[src/icgr_pkg.sv]
// Shared types and codes for the icon glyph coverage rasterizer.
package icgr_pkg;

  typedef enum logic [3:0] {
    GLYPH_PLAY        = 4'd0,
    GLYPH_PAUSE       = 4'd1,
    GLYPH_NEXT        = 4'd2,
    GLYPH_PREV        = 4'd3,
    GLYPH_HEART       = 4'd4,
    GLYPH_HEART_RING  = 4'd5,
    GLYPH_HEART_SLASH = 4'd6,
    GLYPH_CHEV_UP     = 4'd7,
    GLYPH_CHEV_DOWN   = 4'd8
  } glyph_kind_t;

  localparam logic [2:0] REG_GLYPH_KIND  = 3'd0;
  localparam logic [2:0] REG_CENTER_X    = 3'd1;
  localparam logic [2:0] REG_CENTER_Y    = 3'd2;
  localparam logic [2:0] REG_HALF_SIZE   = 3'd3;
  localparam logic [2:0] REG_DRAW_COLOR  = 3'd4;
  localparam logic [2:0] REG_BLEND_ALPHA = 3'd5;

  localparam int DEF_SCREEN_WIDTH = 320;
  localparam int DEF_FRAC_BITS    = 16;

  localparam logic [9:0] ALPHA_RESET = 10'd256;
  localparam logic [8:0] ALPHA_FULL  = 9'd256;

  typedef enum logic {
    DIV_IDLE,
    DIV_RUN
  } div_state_t;

  typedef struct packed {
    logic valid;
    logic ok;
  } stage_ctl_t;

endpackage

[src/icgr_inv_div.sv]
// Bit-serial restoring divider: quotient = 2^FRAC_BITS / divisor.
module icgr_inv_div #(
  parameter int FRAC_BITS = icgr_pkg::DEF_FRAC_BITS
) (
  input  logic                 clk,
  input  logic                 rst,
  input  logic                 start,
  input  logic [9:0]           divisor,
  output logic                 busy,
  output logic [FRAC_BITS:0]   quotient
);
  import icgr_pkg::*;

  localparam int CNT_W = $clog2(FRAC_BITS + 1);

  div_state_t         state, state_next;
  logic [CNT_W-1:0]   count, count_next;
  logic [9:0]         rem, rem_next;
  logic [9:0]         dvs, dvs_next;
  logic [FRAC_BITS:0] quot_next;
  logic [10:0]        rem_sh;
  logic               qbit;

  always_ff @(posedge clk) begin
    if (rst) begin
      state    <= DIV_IDLE;
      count    <= '0;
      rem      <= '0;
      dvs      <= '0;
      quotient <= '0;
    end else begin
      state    <= state_next;
      count    <= count_next;
      rem      <= rem_next;
      dvs      <= dvs_next;
      quotient <= quot_next;
    end
  end

  always_comb begin
    state_next = state;
    count_next = count;
    rem_next   = rem;
    dvs_next   = dvs;
    quot_next  = quotient;
    // dividend is a single one at bit FRAC_BITS
    rem_sh     = {rem, (count == CNT_W'(FRAC_BITS))};
    qbit       = (rem_sh >= {1'b0, dvs});
    busy       = (state == DIV_RUN);
    // a new divisor restarts the division, even mid-run
    if (start) begin
      state_next = DIV_RUN;
      count_next = CNT_W'(FRAC_BITS);
      rem_next   = '0;
      dvs_next   = divisor;
      quot_next  = '0;
    end else begin
      unique case (state)
        DIV_IDLE: ;
        DIV_RUN: begin
          rem_next  = qbit ? 10'(rem_sh - {1'b0, dvs}) : rem_sh[9:0];
          quot_next = {quotient[FRAC_BITS-1:0], qbit};
          if (count == '0) begin
            state_next = DIV_IDLE;
          end else begin
            count_next = count - CNT_W'(1);
          end
        end
        default: state_next = DIV_IDLE;
      endcase
    end
  end

endmodule

[config.mk]
export PLATFORM = sky130hd
export DESIGN_NAME = icgr_inv_div
export DESIGN_NICKNAME = d
export VERILOG_FILES = /design/src/icgr_pkg.sv /design/src/icgr_inv_div.sv
export SDC_FILE = /design/constraint.sdc
export NUM_CORES = 1
export LEC_CHECK = 0
export BUFFER_PORTS_ARGS = -buffer_cell sky130_fd_sc_hd__buf_2
export CELL_PAD_IN_SITES_DETAIL_PLACEMENT = 2
export CELL_PAD_IN_SITES_GLOBAL_PLACEMENT = 2
export CORE_MARGIN = 2
export CORE_UTILIZATION = 36
export CTS_BUF_LIST = sky130_fd_sc_hd__clkbuf_4
export DETAILED_ROUTE_END_ITERATION = 10
export HOLD_SLACK_MARGIN = 0.12
export PLACE_DENSITY = 0.83
export RECOVER_POWER = 25
export SETUP_SLACK_MARGIN = 0.02
export SYNTH_ARGS = -nofsm -noshare
export SYNTH_HDL_FRONTEND = slang
export SYNTH_SLANG_ARGS = --single-unit
[constraint.sdc]
create_clock -name clk -period 3.2 [get_ports clk]
set_clock_uncertainty 0.15 [all_clocks]
set_input_delay 0 -clock clk [delete_from_list [all_inputs] [get_ports clk]]
set_output_delay 0 -clock clk [all_outputs]
set_load 0.02 [all_outputs]
; Word-level counts from Yosys, hierarchy flattened
; Index checks and enable logic that the tools add are counted.
; W data, S select, Z words.
[classes]
addsub = 2
bitwise = 1
mux = 7
n_reduce_logical = 5
magnitude_cmp = 1
n_eq_ne = 2
[op_table]
columns = cell, count
row1 = $mux W5, 3
row2 = $ge A11 B10 Y1, 1
row3 = $mux W10, 1
row4 = $sub A10 B10 Y10, 1
row5 = $eq A5 B5 Y1 const B, 1
row6 = $logic_not A5 Y1, 1
row7 = $sub A5 B1 Y5 const B, 1
row8 = $reduce_and A2 Y1, 2
row9 = $mux W1, 3
row10 = $ne A2 B2 Y1 const B, 1
row11 = $reduce_bool A2 Y1, 1
row12 = $reduce_or A2 Y1, 1
row13 = $not A1 Y1, 1
[totals]
out_inout_bits = 18
input_bits = 13
elab_cells = 24
register_bits = 43

; Longest topological paths before layout
[logic_depth]
depth_word = 4
mapped_depth = 11
mapped_depth_nobuf = 11

; Least setup slack after synthesis
; Ideal clock, no wire load.
[synth_timing]
kind = register -> register
startpoint = register count[0]
endpoint = register rem[8]
setup_slack_ns = 0.857
n_path_buf = 0
setup_time_ns = 0.123
stages_incl_launch_ff = 12
required_time_ns = 2.927
period_less_slack_ns = 2.343
arrival_time_ns = 2.070
path_cell_list = dfxtp_1 > inv_1 > ha_1 > nand3_1 > ha_1 > fa_1 > or2b_1 > a21oi_1 > a211oi_1 > xnor2_1 > mux2i_1 > o21ai_0
[synth_via]
elab_chain_cells = 3
elab_cells_between_ends = 4
classes_between = 1 x add/sub / 1 x order compare / 1 x eq/ne / 1 x mux
[synth_lines]
columns = item, line_no
row1 = "start, declared", icgr_inv_div.sv:17  ; logic [CNT_W-1:0] count, count_next;
row2 = "start signal, assigned", icgr_inv_div.sv:33  ; count <= count_next;
row3 = $eq A5 B5 Y1 (*), icgr_inv_div.sv:47  ; rem_sh = {rem, (count == CNT_W'(FRAC_BITS))};
row4 = $sub A10 B10 Y10 or $ge A11 B10 Y1 (tied branches), "icgr_inv_div.sv:61, icgr_inv_div.sv:48"
row5 = $mux W10 (*), icgr_inv_div.sv:61  ; rem_next = qbit ? 10'(rem_sh - {1'b0, dvs}) : rem_sh[9:0];
row6 = "end signal, assigned", icgr_inv_div.sv:34  ; rem <= rem_next;
row7 = "end, declared", icgr_inv_div.sv:18  ; logic [9:0] rem, rem_next;
; Mark *: on every way between the ends. The rest lies on a longest branch, timed or not.
; A chain may end at the register's enable or synchronous reset.

; Final worst setup path
[layout_timing]
startpoint = register count[0]
endpoint = register rem[6]
; The elaborated chain is that of the path after synthesis.

==> metrics.csv <==
stage,metric,value,unit
run_status,status,finished clean,
grt,grt_pass1_vias,2237,
synthesis,synth_top_cell_area_share,40.1,%
timing,period_share,93.4,%
route,route.detailed.drc,0,
timing,finalSetupViolCount,0,
route,drt_iter0_drc,94,
timing,hold_viol,0,
layout,design_area,2740,sq um
clocking,cts_max_level,2,
timing,fin_crit,2990,ps
floorplanning,dieArea,6600,sq um
route,wire_per_inst,21.5,microns
worst_setup_path,cp.arrival,3100,ps
power,powerDensity,434,nW/um^2
grt,overflow,0,
clocking,cts_tree,done,
worst_setup_path,max_stage_delay,440,ps
timing,relSlewSlack,64.7,%
floorplanning,die_h,81.3,microns
place,port_buffers,30,
timing,fmax,334,MHz
worst_setup_path,cp_num_buf_inv,1,
worst_setup_path,worst_path_max_delay_cell,fa_1,
place,dpl.hpwl,4.15,mm
floorplanning,num_rows,28,
worst_hold_path,hp-class,flip-flop to flip-flop,
grt,antenna_found_initial,0,
grt,grt_use_total,26.7,%
layout,area_growth,27.4,%
power,leakage,0.00112,uW
synthesis,synth_ff_type,dfxtp_1,
timing,tns,0,ps
worst_setup_path,crit_chain,inv_1 > ha_1 > nand3_1 > ha_1 > fa_1 > or2b_1 > a21oi_1 > a21o_1 > a21oi_1 > xor2_1 > o22ai_1,
timing,tightest_slew,530,ps
layout,drive_above_1_share,10.9,%
route,antenna_left,0,
synthesis,ys_warn_count,0,
route,wl,8.10,mm
synthesis,yosysSeqAreaShare,40.1,%
synthesis,synth_seq_cells,43,
timing,slew_viol_final,0,
grt,grt_max_degree,26,
synthesis,syn_nets,265,
clocking,clock-sinks,43,
clocking,cts-root-buf,clkbuf_4,
synthesis,async_reset_ff_share,0,%
floorplanning,initial_core_util,36.7,%
synthesis,synthTopCellsByArea,"dfxtp_1 (40%), mux2i_1 (14%), nor2_1 (7.2%)",
synthesis,synth_cell_types,46,
synthesis,synth.avg_cell_area,8.99,sq um
route,viasPerCell,5.32,
grt,grt_first_pass_wirelength,12.8,mm
clocking,cts_made_buffers,5,
synthesis,synth_top_cell_by_area,dfxtp_1,
clocking,clk_pin_slew,140,ps
layout,fin_nets,327,
layout,num_antenna_cells,0,
worst_setup_path,path_class,flip-flop to flip-flop,
power,vdd_ir_drop_max,0.000197,V
job,cap_violations,0,
worst_setup_path,endpoint_kind,flip-flop,
synthesis,synth_edf_count,0,
worst_setup_path,cp_max_fo,3,
floorplanning,io-pin-count,31,
floorplanning,die_w,81.3,microns
route,firstDrtPassIters,4,
clocking,clk_latency,380,ps
synthesis,synth_common_cells,"dfxtp_1 (43), nor2_1 (41), mux2i_1 (30)",
worst_setup_path,crit_required,3310,ps
timing,rsz0062_at_grt,no,
worst_setup_path,cp_top_family,adder cells,
worst_setup_path,start_kind,flip-flop,
place,postPlaceCellArea,2360,sq um
route,vias,2005,
synthesis,synthCells,239,
clocking,ctsLongestPathBuffers,2,
place,placedCellCount,336,
layout,instances_no_fill,377,
synthesis,syn_area,2150,sq um
floorplanning,core,5850,sq um
synthesis,yosysMostFrequentCell,dfxtp_1,
place,place_congestion,0.757,
[area by class of cell]
class | count | area (sq um)
well taps | 75 | 93.8
multi-input cells | 169 | 1190
inverters | 18 | 67.6
clock buffers | 5 | 37.5
flip-flops and latches | 43 | 861
repair buffers | 64 | 469
fillers | 634 | 3110
clock inverters | 3 | 20.0
[flip-flops by register name, indices dropped and copies added, names as in the netlist]
name	flops
rem	10
dvs	10
count	5
quotient	17
busy	1
[metal layers]
metal	vias to the layer above	wire length (microns)	global-route usage (%)
li1	936	-	-
met1	1001	3360	30.3
met2	48	4250	48.5
met3	20	205	4.33
met4	0	283	12.4
met5	-	0	0
[tightest hold or removal path, cell delays in order (launching register included)]
cell and delay, ps:
dfxtp_1 360, nand2_1 60, o21ai_0 60
[cell usage in the layout (no fill, tap or decap), types with 2 or more instances in the layout]
cell           count
inv_1             17
dlygate4sd3_1     33
nand2_1           16
a211oi_1           3
dfxtp_1           43
clkinvlp_4         2
mux2i_1           30
o31a_1             2
a21oi_1           10
nor2_1            41
nand3_1            5
nand4_1            2
clkbuf_4           5
xnor2_1            5
buf_2             15
o21ai_0            9
and3_1             2
ha_1              12
xor2_1             6
clkbuf_1          15
[kinds of logic after synthesis]
kind of cell,Yosys count,share of synthesized area [%]
and+or+nand+nor,77,15.8
muxes,31,14.5
AOI/OAI and AO/OA,37,12.1
buffers and inverters,27,5.12
adders and majority gates,13,7.92
DFF,43,40.1
xor gates and xnor gates,11,4.48
[timing repair]
action | in CTS | in global routing
setup buffers | 0 | 0
setup endpoints to repair | 0 | 1
hold buffers | 33 | 0
resized for setup | 0 | 1
hold endpoints to repair | 13 | 0
[through the flow]
step                total power (uW)  util, %  setup WS [ps]  hold WS, ps
finish                          1190     46.8            210          359
global route                    1240     46.8           94.7          398
CTS                             1160     46.9            386          360
detailed placement               836     40.3            422          103
global placement                 824     40.3            610         81.6
floorplan                        780        -            857        -80.9
[final timing paths]
check	slack, ps	endpoint	from	depth (start not counted)
max	210	rem[6]	count[0]	11
min	360	rem[8]	rem[8]	2
max reg2reg	210	rem[6]	count[0]	11
min reg2reg	360	rem[8]	rem[8]	2
[report_power, final]
group | switching [uW] | leakage, uW | total [uW] | internal (uW)
logic | 189 | 0.000742 | 332 | 143
registers | 17.0 | 0.000349 | 569 | 552
clock network | 204 | 0.0000272 | 288 | 84.1
Note: power is estimated with default switching activity, not from simulation.
