### config.mk
export PLATFORM = sky130hd
export DESIGN_NAME = icgr_map
export DESIGN_NICKNAME = d
export VERILOG_FILES = /design/src/icgr_pkg.sv /design/src/icgr_map.sv
export SDC_FILE = /design/constraint.sdc
export NUM_CORES = 1
export LEC_CHECK = 0
export BUFFER_PORTS_ARGS = -buffer_cell sky130_fd_sc_hd__buf_2
export CAP_MARGIN = 10
export CORE_MARGIN = 4
export CORE_UTILIZATION = 55
export CTS_BUF_LIST = sky130_fd_sc_hd__clkbuf_4
export DETAILED_ROUTE_END_ITERATION = 10
export GPL_TIMING_DRIVEN = 0
export PLACE_DENSITY = 0.73
export SLEW_MARGIN = 0
export SYNTH_ARGS = -nofsm -noshare
export SYNTH_HDL_FRONTEND = slang
export SYNTH_SLANG_ARGS = --single-unit
### constraint.sdc
create_clock -name clk -period 11 [get_ports clk]
set_input_delay 0.55 -clock clk [delete_from_list [all_inputs] [get_ports clk]]
set_output_delay 0.55 -clock clk [all_outputs]
set_load 0.01 [all_outputs]
### src/icgr_pkg.sv
// Shared types and codes for the icon glyph coverage rasterizer.
package icgr_pkg;

  typedef enum logic [3:0] {
    GLYPH_PLAY        = 4'd0,
    GLYPH_PAUSE       = 4'd1,
    GLYPH_NEXT        = 4'd2,
    GLYPH_PREV        = 4'd3,
    GLYPH_HEART       = 4'd4,
    GLYPH_HEART_RING  = 4'd5,
    GLYPH_HEART_SLASH = 4'd6,
    GLYPH_CHEV_UP     = 4'd7,
    GLYPH_CHEV_DOWN   = 4'd8
  } glyph_kind_t;

  localparam logic [2:0] REG_GLYPH_KIND  = 3'd0;
  localparam logic [2:0] REG_CENTER_X    = 3'd1;
  localparam logic [2:0] REG_CENTER_Y    = 3'd2;
  localparam logic [2:0] REG_HALF_SIZE   = 3'd3;
  localparam logic [2:0] REG_DRAW_COLOR  = 3'd4;
  localparam logic [2:0] REG_BLEND_ALPHA = 3'd5;

  localparam int DEF_SCREEN_WIDTH = 320;
  localparam int DEF_FRAC_BITS    = 16;

  localparam logic [9:0] ALPHA_RESET = 10'd256;
  localparam logic [8:0] ALPHA_FULL  = 9'd256;

  typedef enum logic {
    DIV_IDLE,
    DIV_RUN
  } div_state_t;

  typedef struct packed {
    logic valid;
    logic ok;
  } stage_ctl_t;

endpackage

### src/icgr_map.sv
// Stage 1: box, screen and enable tests, mapping to normalized u, v.
module icgr_map #(
  parameter int SCREEN_WIDTH = icgr_pkg::DEF_SCREEN_WIDTH,
  parameter int FRAC_BITS    = icgr_pkg::DEF_FRAC_BITS,
  parameter int FW           = FRAC_BITS + 5
) (
  input  logic                     clk,
  input  logic                     rst,
  input  logic                     adv,
  input  logic                     take,
  input  logic signed [11:0]       pixel_x,
  input  logic signed [11:0]       pixel_y,
  input  logic signed [11:0]       center_x,
  input  logic signed [11:0]       center_y,
  input  logic [9:0]               half_size,
  input  logic                     alpha_on,
  input  logic [FRAC_BITS:0]       inv,
  output icgr_pkg::stage_ctl_t     ctl,
  output logic signed [FW-1:0]     u,
  output logic signed [FW-1:0]     v
);
  import icgr_pkg::*;

  localparam int PW = 13 + FRAC_BITS + 2;

  logic signed [12:0] dx, dy, hs, pxe;
  logic signed [PW-1:0] pu, pv;
  logic in_box, on_screen, ok;

  always_comb begin
    dx        = 13'(pixel_x) - 13'(center_x);
    dy        = 13'(center_y) - 13'(pixel_y);
    hs        = $signed({3'b000, half_size});
    pxe       = 13'(pixel_x);
    in_box    = (dx <= hs) && (dx >= -hs) && (dy <= hs) && (dy >= -hs);
    on_screen = (pxe >= 13'sd0) && (pxe < $signed(13'(SCREEN_WIDTH)));
    ok        = (half_size != '0) && alpha_on && in_box && on_screen;
    pu        = PW'(dx) * $signed(PW'({1'b0, inv}));
    pv        = PW'(dy) * $signed(PW'({1'b0, inv}));
  end

  always_ff @(posedge clk) begin
    if (rst) begin
      ctl <= '0;
    end else if (adv) begin
      ctl.valid <= take;
      ctl.ok    <= ok;
    end
  end

  always_ff @(posedge clk) begin
    if (adv) begin
      u <= FW'(pu);
      v <= FW'(pv);
    end
  end

endmodule

# Yosys cells after proc, flatten, opt, wreduce, memory -nomap -nowiden
# Cells that the tools add are included.
[totals]
in_bits = 80
latch_bits = 0
mem_count = 0
mem_bits_ro = 0
wordCells = 23
regBits = 44
output_inout_bits = 44
ram_bits = 0
[classes]
n_mul = 2
magnitude_cmp = 6
n_eq_ne = 0
addsub = 3
n_bitwise = 0
reduce_logical = 8
mux = 0
n_div = 0
n_shift = 0
[op_table]
columns = ["operator", "n"]
rows = [
  ["$mul 13x18->21", 2],
  ["$ge 13x13->1", 2],
  ["$le 13x11->1", 2],
  ["$sub 12x12->13", 2],
  ["$neg 10->13", 1],
  ["$ge 12x1->1 const B", 1],
  ["$lt 12x10->1 const B", 1],
  ["$reduce_bool 10->1", 1],
  ["$logic_and 1x1->1", 7],
]

# Depth between registers and ports, before layout
# Gate-level depths: netlist (run 1).
[logic_depth]
word_depth = 7
ltp_mapped = 33
depth_no_buf = 32

# Least setup slack after synthesis (run 1)
# No wires, ideal clock.
[synth_path]
path_kind = "input port to flip-flop"
from = "in center_x[2]"
to = "reg u[20], data pin"
arrival_time_ns = 7.544
required_time_ns = 10.740
stages = 30
slack_ns = 3.196
path_buffers = 1
setup_time_ns = 0.260
path_cell_list = "inv_1 ha_1 nor2b_1 o31a_1 o31a_1 or4_4 a31oi_4 o21ai_0 nor3_1 a21oi_1 clkbuf_1 or2_2 fa_1 fa_1 inv_1 fa_1 fa_1 fa_1 inv_1 fa_1 inv_1 ha_1 a21oi_1 nor2_1 a41o_1 o41ai_1 o21ai_0 a21o_1 a21oi_1 xor2_1"
[synth_between]
elab_chain_len = 2
[synth_rtl]
columns = ["item", "line_no", "rtl"]
rows = [
  ["start: declaration", "icgr_map.sv:13", "input logic signed [11:0] center_x,"],
  ["$sub 12x12->13", "icgr_map.sv:31", "dx = 13'(pixel_x) - 13'(center_x);"],
  ["$mul 13x18->21", "icgr_map.sv:38", "pu = PW'(dx) * $signed(PW'({1'b0, inv}));"],
  ["via pu[20]", "icgr_map.sv:27", "logic signed [PW-1:0] pu, pv;"],
  ["end signal: assignment", "icgr_map.sv:53", "u <= FW'(pu);"],
  ["end: declaration", "icgr_map.sv:19", "output logic signed [FW-1:0] u,"],
]
# The timed path passes the listed nets, and every way through them passes these cells.
# A chain may end at the register's enable or synchronous reset.

# Final worst setup path (run 1)
[layout_path]
from = "in center_x[1]"
to = "reg u[20], data pin"
# Same word-level chain as after synthesis.

==> flow_summary.toml, run 1 <==
[floorplanning]
initial_core_util = 0.5582
die_h_microns = 170.4
die-area_sq_mm = 0.02903
rows = 59
coreArea_sq_mm = 0.02598
ios = 124
fp.dieW_microns = 170.4

[clock_network]
insertion_delay_ps = 440
path_clk_slew_ps = 180
cts_sinks = 44
ctsHoldBuffers = 0
cts_buffer_depth = 2
cts_root_buffer = "clkbuf_4"
postCtsSetupRepairBufs = 0
h-tree-depth = 2
tritoncts = "yes"
cts_made_buffers = 5
cts_resized = 0

[synth]
ys_warn_count = 0
synth.area.top_cells = "fa_1 (37%), ha_1 (16%), edfxtp_1 (8.7%), inv_1 (8.6%), nand2_1 (6.0%)"
synth_seq_area_share = 0.08971
synth_common_cells = "inv_1 (332), fa_1 (266), nand2_1 (230)"
yosysTopAreaCellShare = 0.3671
synth_most_common_cell = "inv_1"
synth_edf_count = 42
synth_cells = 1592
async_reset_ff_frac = 0
syn_area_sq_mm = 0.01451
synth_ff_type = "edfxtp_1"
postSynthAreaPerCell_sq_um = 9.111
ys_types = 52
yosys.area.top_type = "fa_1"
synth_fp_nets = 2127
ys_ff_latch = 44

[critical_path]
cp_max_fo = 11
cp_slowest_cell = "o21ai_1"
crit_type = "in -> reg"
cp_slowest_stage_delay_ps = 620
cpMostUsedCell = "fa_1"
start_kind = "input port"
critical-path-top-delay-family = "adder cells"
required_ps = 11220
cp_num_buf_inv = 6
crit_arrival_ps = 8880
critPathCaptureType = "flop"

[routing]
vias = 11270
routed_via_density = 5.483
drt-wirelength-per-cell_microns = 17.92
drc_errors = 0
first_pass_iters = 5
drt-total-wl_microns = 36850
drt_iter0_markers = 682
ant_nets = 0

[cells_and_area]
layout.area.seq_sq_mm = 0.001301
syn2layout_area_growth_pct = 7.755
nNetsFinal = 2255
stdcell_count = 2056
fillers = 2351
multi_input_area_sq_mm = 0.01175
drive_above_1_share = 0.08256

[timing]
hold_violations = 0
finalSetupViolCount = 0
fin_ws_ps = 2339
maxSlewHeadroom = 0.2485
slew_viol_final = 0
worstMarginPinSlew_ps = 1119
skew_ps = 0
fmax_ghz = 0.1155
layout_min_cycle_time_ps = 8661
setup-tns-final_ps = 0
hold_ws_ps = 263.1
fin_crit_sh = 0.7874
rsz0062_at_grt = "no"

[global_routing]
grt_start_max_net_pins = 46
grt_pass1_vias = 11710
antenna_found_initial = 1
grt_pass1_wl_microns = 59220
overflow = 0
track_usage = 0.2624

[place]
port_buffers = 121
place_congestion = 0.9734
dp.cells = 2048
dp_slack_ps = 1914
hpwl_microns = 30030

[min_path]
hp-class = "in -> reg"

[outcome]
status = "complete, no violations"

[run]
cap_violations = 0
[placed cells by master (no fill, tap or decap), drive strengths merged, types with 8 or more instances in the layout]
cell type,n
inv,332
fa,266
nand2,230
ha,189
buf,121
and2,89
clkbuf,61
xnor2,52
nor2b,50
edfxtp,42
a21oi,37
nor2,36
o21a,28
o21ai,22
nor3,21
xor2,19
a21o,13
nand4,13
nand3,11
nand2b,10
o21bai,8
or2,8
and3,8
[stage by stage]
step | cell area [sq um] | utilization
3_3_place_gp | 15530 | 0.5977
3_5_place_dp | 15530 | 0.5977
6_report | 15630 | 0.6015
4_1_cts | 15630 | 0.6014
2_1_floorplan | 14510 | -
5_1_grt | 15630 | 0.6015
[sequential cells by signal, summed over array words and instances, names as in the netlist]
signal	flops
ctl	2
u	21
v	21
[kinds of logic after synthesis]
| logic type | share of synthesized area |
|---|---|
| mux | 0.0006901 |
| flops | 0.08971 |
| compound gates | 0.06357 |
| xor+xnor | 0.05115 |
| fa+ha+maj | 0.5301 |
| simple gates | 0.1643 |
| buf+inv | 0.1004 |
[path summary, 6_finish.rpt]
path,startpoint,to,slack [ps],cells past startpoint
worst max-delay path,center_x[1],u[20],2340,30
worst min-delay path,rst,ctl[1],260,2
worst max register to register,ctl[0],ctl[0],10250,2
worst min register to register,ctl[1],ctl[1],530,2
[area by class of cell]
class / count / share of cell area
Multi-Input combinational cell: 1160 / 0.7516
Sequential cell: 44 / 0.08325
Inverter: 332 / 0.07973
Timing Repair Buffer: 121 / 0.03874
Tap cell: 335 / 0.02682
Buffer: 56 / 0.01345
Clock inverter: 2 / 0.003842
Clock buffer: 5 / 0.002402
Antenna cell: 1 / 0.0001601
[routing by layer]
layer	part of all wire	global-route usage
met2	0.48	0.4431
met4	0.043	0.1007
met3	0.088	0.04901
met5	0	0
met1	0.39	0.3367
Power of run 1 is not shown: default switching activity piles up to over one toggle a cycle in this logic, so the estimate is an artifact.
==> run 2: changes to the inputs <==
--- a/config.mk
+++ b/config.mk
@@ -12,7 +12,7 @@
 export CTS_BUF_LIST = sky130_fd_sc_hd__clkbuf_4
 export DETAILED_ROUTE_END_ITERATION = 10
 export GPL_TIMING_DRIVEN = 0
-export PLACE_DENSITY = 0.73
+export PLACE_DENSITY = 0.76
 export SLEW_MARGIN = 0
 export SYNTH_ARGS = -nofsm -noshare
 export SYNTH_HDL_FRONTEND = slang
==> constraint.sdc (replaced) <==
create_clock -name clk -period 7.95 [get_ports clk]
set_input_delay 0.3975 -clock clk [delete_from_list [all_inputs] [get_ports clk]]
set_output_delay 0.3975 -clock clk [all_outputs]
set_load 0.01 [all_outputs]
==> run 2 against run 1 <==
- via count rose by 0.74%
- flip-flop and latch count unchanged
- design area up 0.68%
- sequential share of layout area down 0.056 points
- worst hold slack worse by 160 ps
==> flow_summary.toml, run 2 (same netlist as run 1, synthesis figures left out) <==
[cells_and_area]
mostFrequentLayoutCells = "inv_1 (332), fa_1 (266), nand2_1 (230)"
multi_input_area_sq_mm = 0.01184
largestRegisters = "u x21, v x21, ctl x2"
syn2layout_area_growth_pct = 8.488
drive_above_1_share = 0.09698
nNetsFinal = 2256
layout.area.seq_sq_mm = 0.001301
fillers = 2288
layout_commonest_cell = "inv_1"

[routing]
drt_iter0_markers = 709
routed_via_density = 5.510
ant_nets = 0
drc_errors = 0
drt-total-wl_microns = 36590
drt-wirelength-per-cell_microns = 17.75
vias = 11360
first_pass_iters = 5

[floorplanning]
fp.dieW_microns = 170.4
die-area_sq_mm = 0.02903
die_h_microns = 170.4
rows = 59
ios = 124
coreArea_sq_mm = 0.02598
initial_core_util = 0.5582

[critical_path]
worstRegToRegCells = 2
cpMostUsedCell = "fa_1"
reg2reg_to = "ctl[0]"
required_ps = 8190
cp_slowest_stage_delay_ps = 520
crit_arrival_ps = 7870
regToRegSetupSlack_ps = 7200
critical-path-top-delay-family = "adder cells"
start_kind = "input port"
cp_num_buf_inv = 6
cp_slowest_cell = "fa_1"
r2r-start = "ctl[0]"
critPathCaptureType = "flop"
cp_max_fo = 10
crit_type = "in -> reg"

[global_routing]
grt_start_max_net_pins = 46
grt_pass1_wl_microns = 59930
track_usage = 0.2631
overflow = 0
grt_pass1_vias = 12000
antenna_found_initial = 2

[clock_network]
h-tree-depth = 2
tritoncts = "yes"
cts_buffer_depth = 2
insertion_delay_ps = 450
path_clk_slew_ps = 200
cts_made_buffers = 5
cts_sinks = 44
cts_root_buffer = "clkbuf_4"
ctsHoldBuffers = 0

[timing]
hold_violations = 0
hold_ws_ps = 103.0
worstMarginPinSlew_ps = 1121
slew_viol_final = 0
fmax_ghz = 0.1310
layout_min_cycle_time_ps = 7634
maxSlewHeadroom = 0.2524
finalSetupViolCount = 0
fin_crit_sh = 0.9602
skew_ps = 0
rsz0062_at_grt = "yes"

[place]
place_congestion = 0.9745
hpwl_microns = 29640
port_buffers = 121

[min_path]
whs_path_depth = 2
hp-class = "in -> reg"
hold_path.startpoint = "rst"
min_to = "ctl[1]"

[run]
cap_violations = 0

[outcome]
status = "complete, no violations"
-- run 2: cell types whose count changed in the layout (fill, tap and decap cells not counted), moves of 2 or more --
cell	before	now
clkbuf_1	56	46
diode_2	1	4
a21oi_2	2	4
buf_2	121	123
xor2_1	19	14
xor2_2	0	5
clkbuf_4	5	8
buf_4	0	2
clkbuf_2	0	5
xnor2_1	51	49
a21oi_1	35	33
xnor2_2	1	3
-- run 2: layout make-up --
class                   instances  share of cell area
clock inverters                 2            0.002226
well taps                     335             0.02664
plain buffers                  56             0.01463
inverters                     332             0.07919
repair buffers                122             0.03896
clock buffers                   6            0.002862
flip-flops and latches         44             0.08269
multi-input cells            1160              0.7522
diodes                          4           0.0006361
-- run 2: worst register-to-register path, stage by stage (launching register included) --
cell,delay [ps]
dfxtp_1,360
nor3b_1,130
a21o_1,190
-- run 2: stage by stage --
stage	instance area [sq um]	instances	setup WS [ps]	TNS (ps)	util
after floorplan	14510	1592	298.8	0	-
after global placement	15530	2048	-875.7	-2380	0.5977
after detailed placement	15530	2048	-927.2	-2770	0.5977
after CTS	15620	2056	23.91	0	0.6012
after global routing	15730	2058	-107.1	-119.7	0.6053
final	15740	2061	316.4	0	0.6056
-- run 2: repair_timing --
item	4_1_cts	5_1_grt
pin swaps	0	4
gates resized for setup	8	30
endpoints found under the setup margin	3	4
cloned	0	0
setup buffers	0	1
-- run 2: worst max path at each step --
stage	from	cells after the start	endpoint	slack, ps
2_1_floorplan	center_x[2]	30	u[20]	300
3_3_place_gp	center_x[1]	32	u[20]	-880
3_5_place_dp	center_x[1]	32	u[20]	-930
4_1_cts	pixel_x[0]	32	u[20]	20
5_1_grt	pixel_x[0]	29	u[19]	-110
6_report	pixel_x[0]	30	u[20]	320
-- run 2: layer usage --
layer  up-vias  track usage  share of wire  wire length, microns
met4         2      0.07569          0.034                  1249
met5         -            0        0.00036                    13
met1      5618       0.3455           0.41                 14920
li1       5178            -              -                     -
met3        97      0.04530          0.079                  2883
met2       462       0.4510           0.48                 17520
Power of run 2 is left out for the same reason.
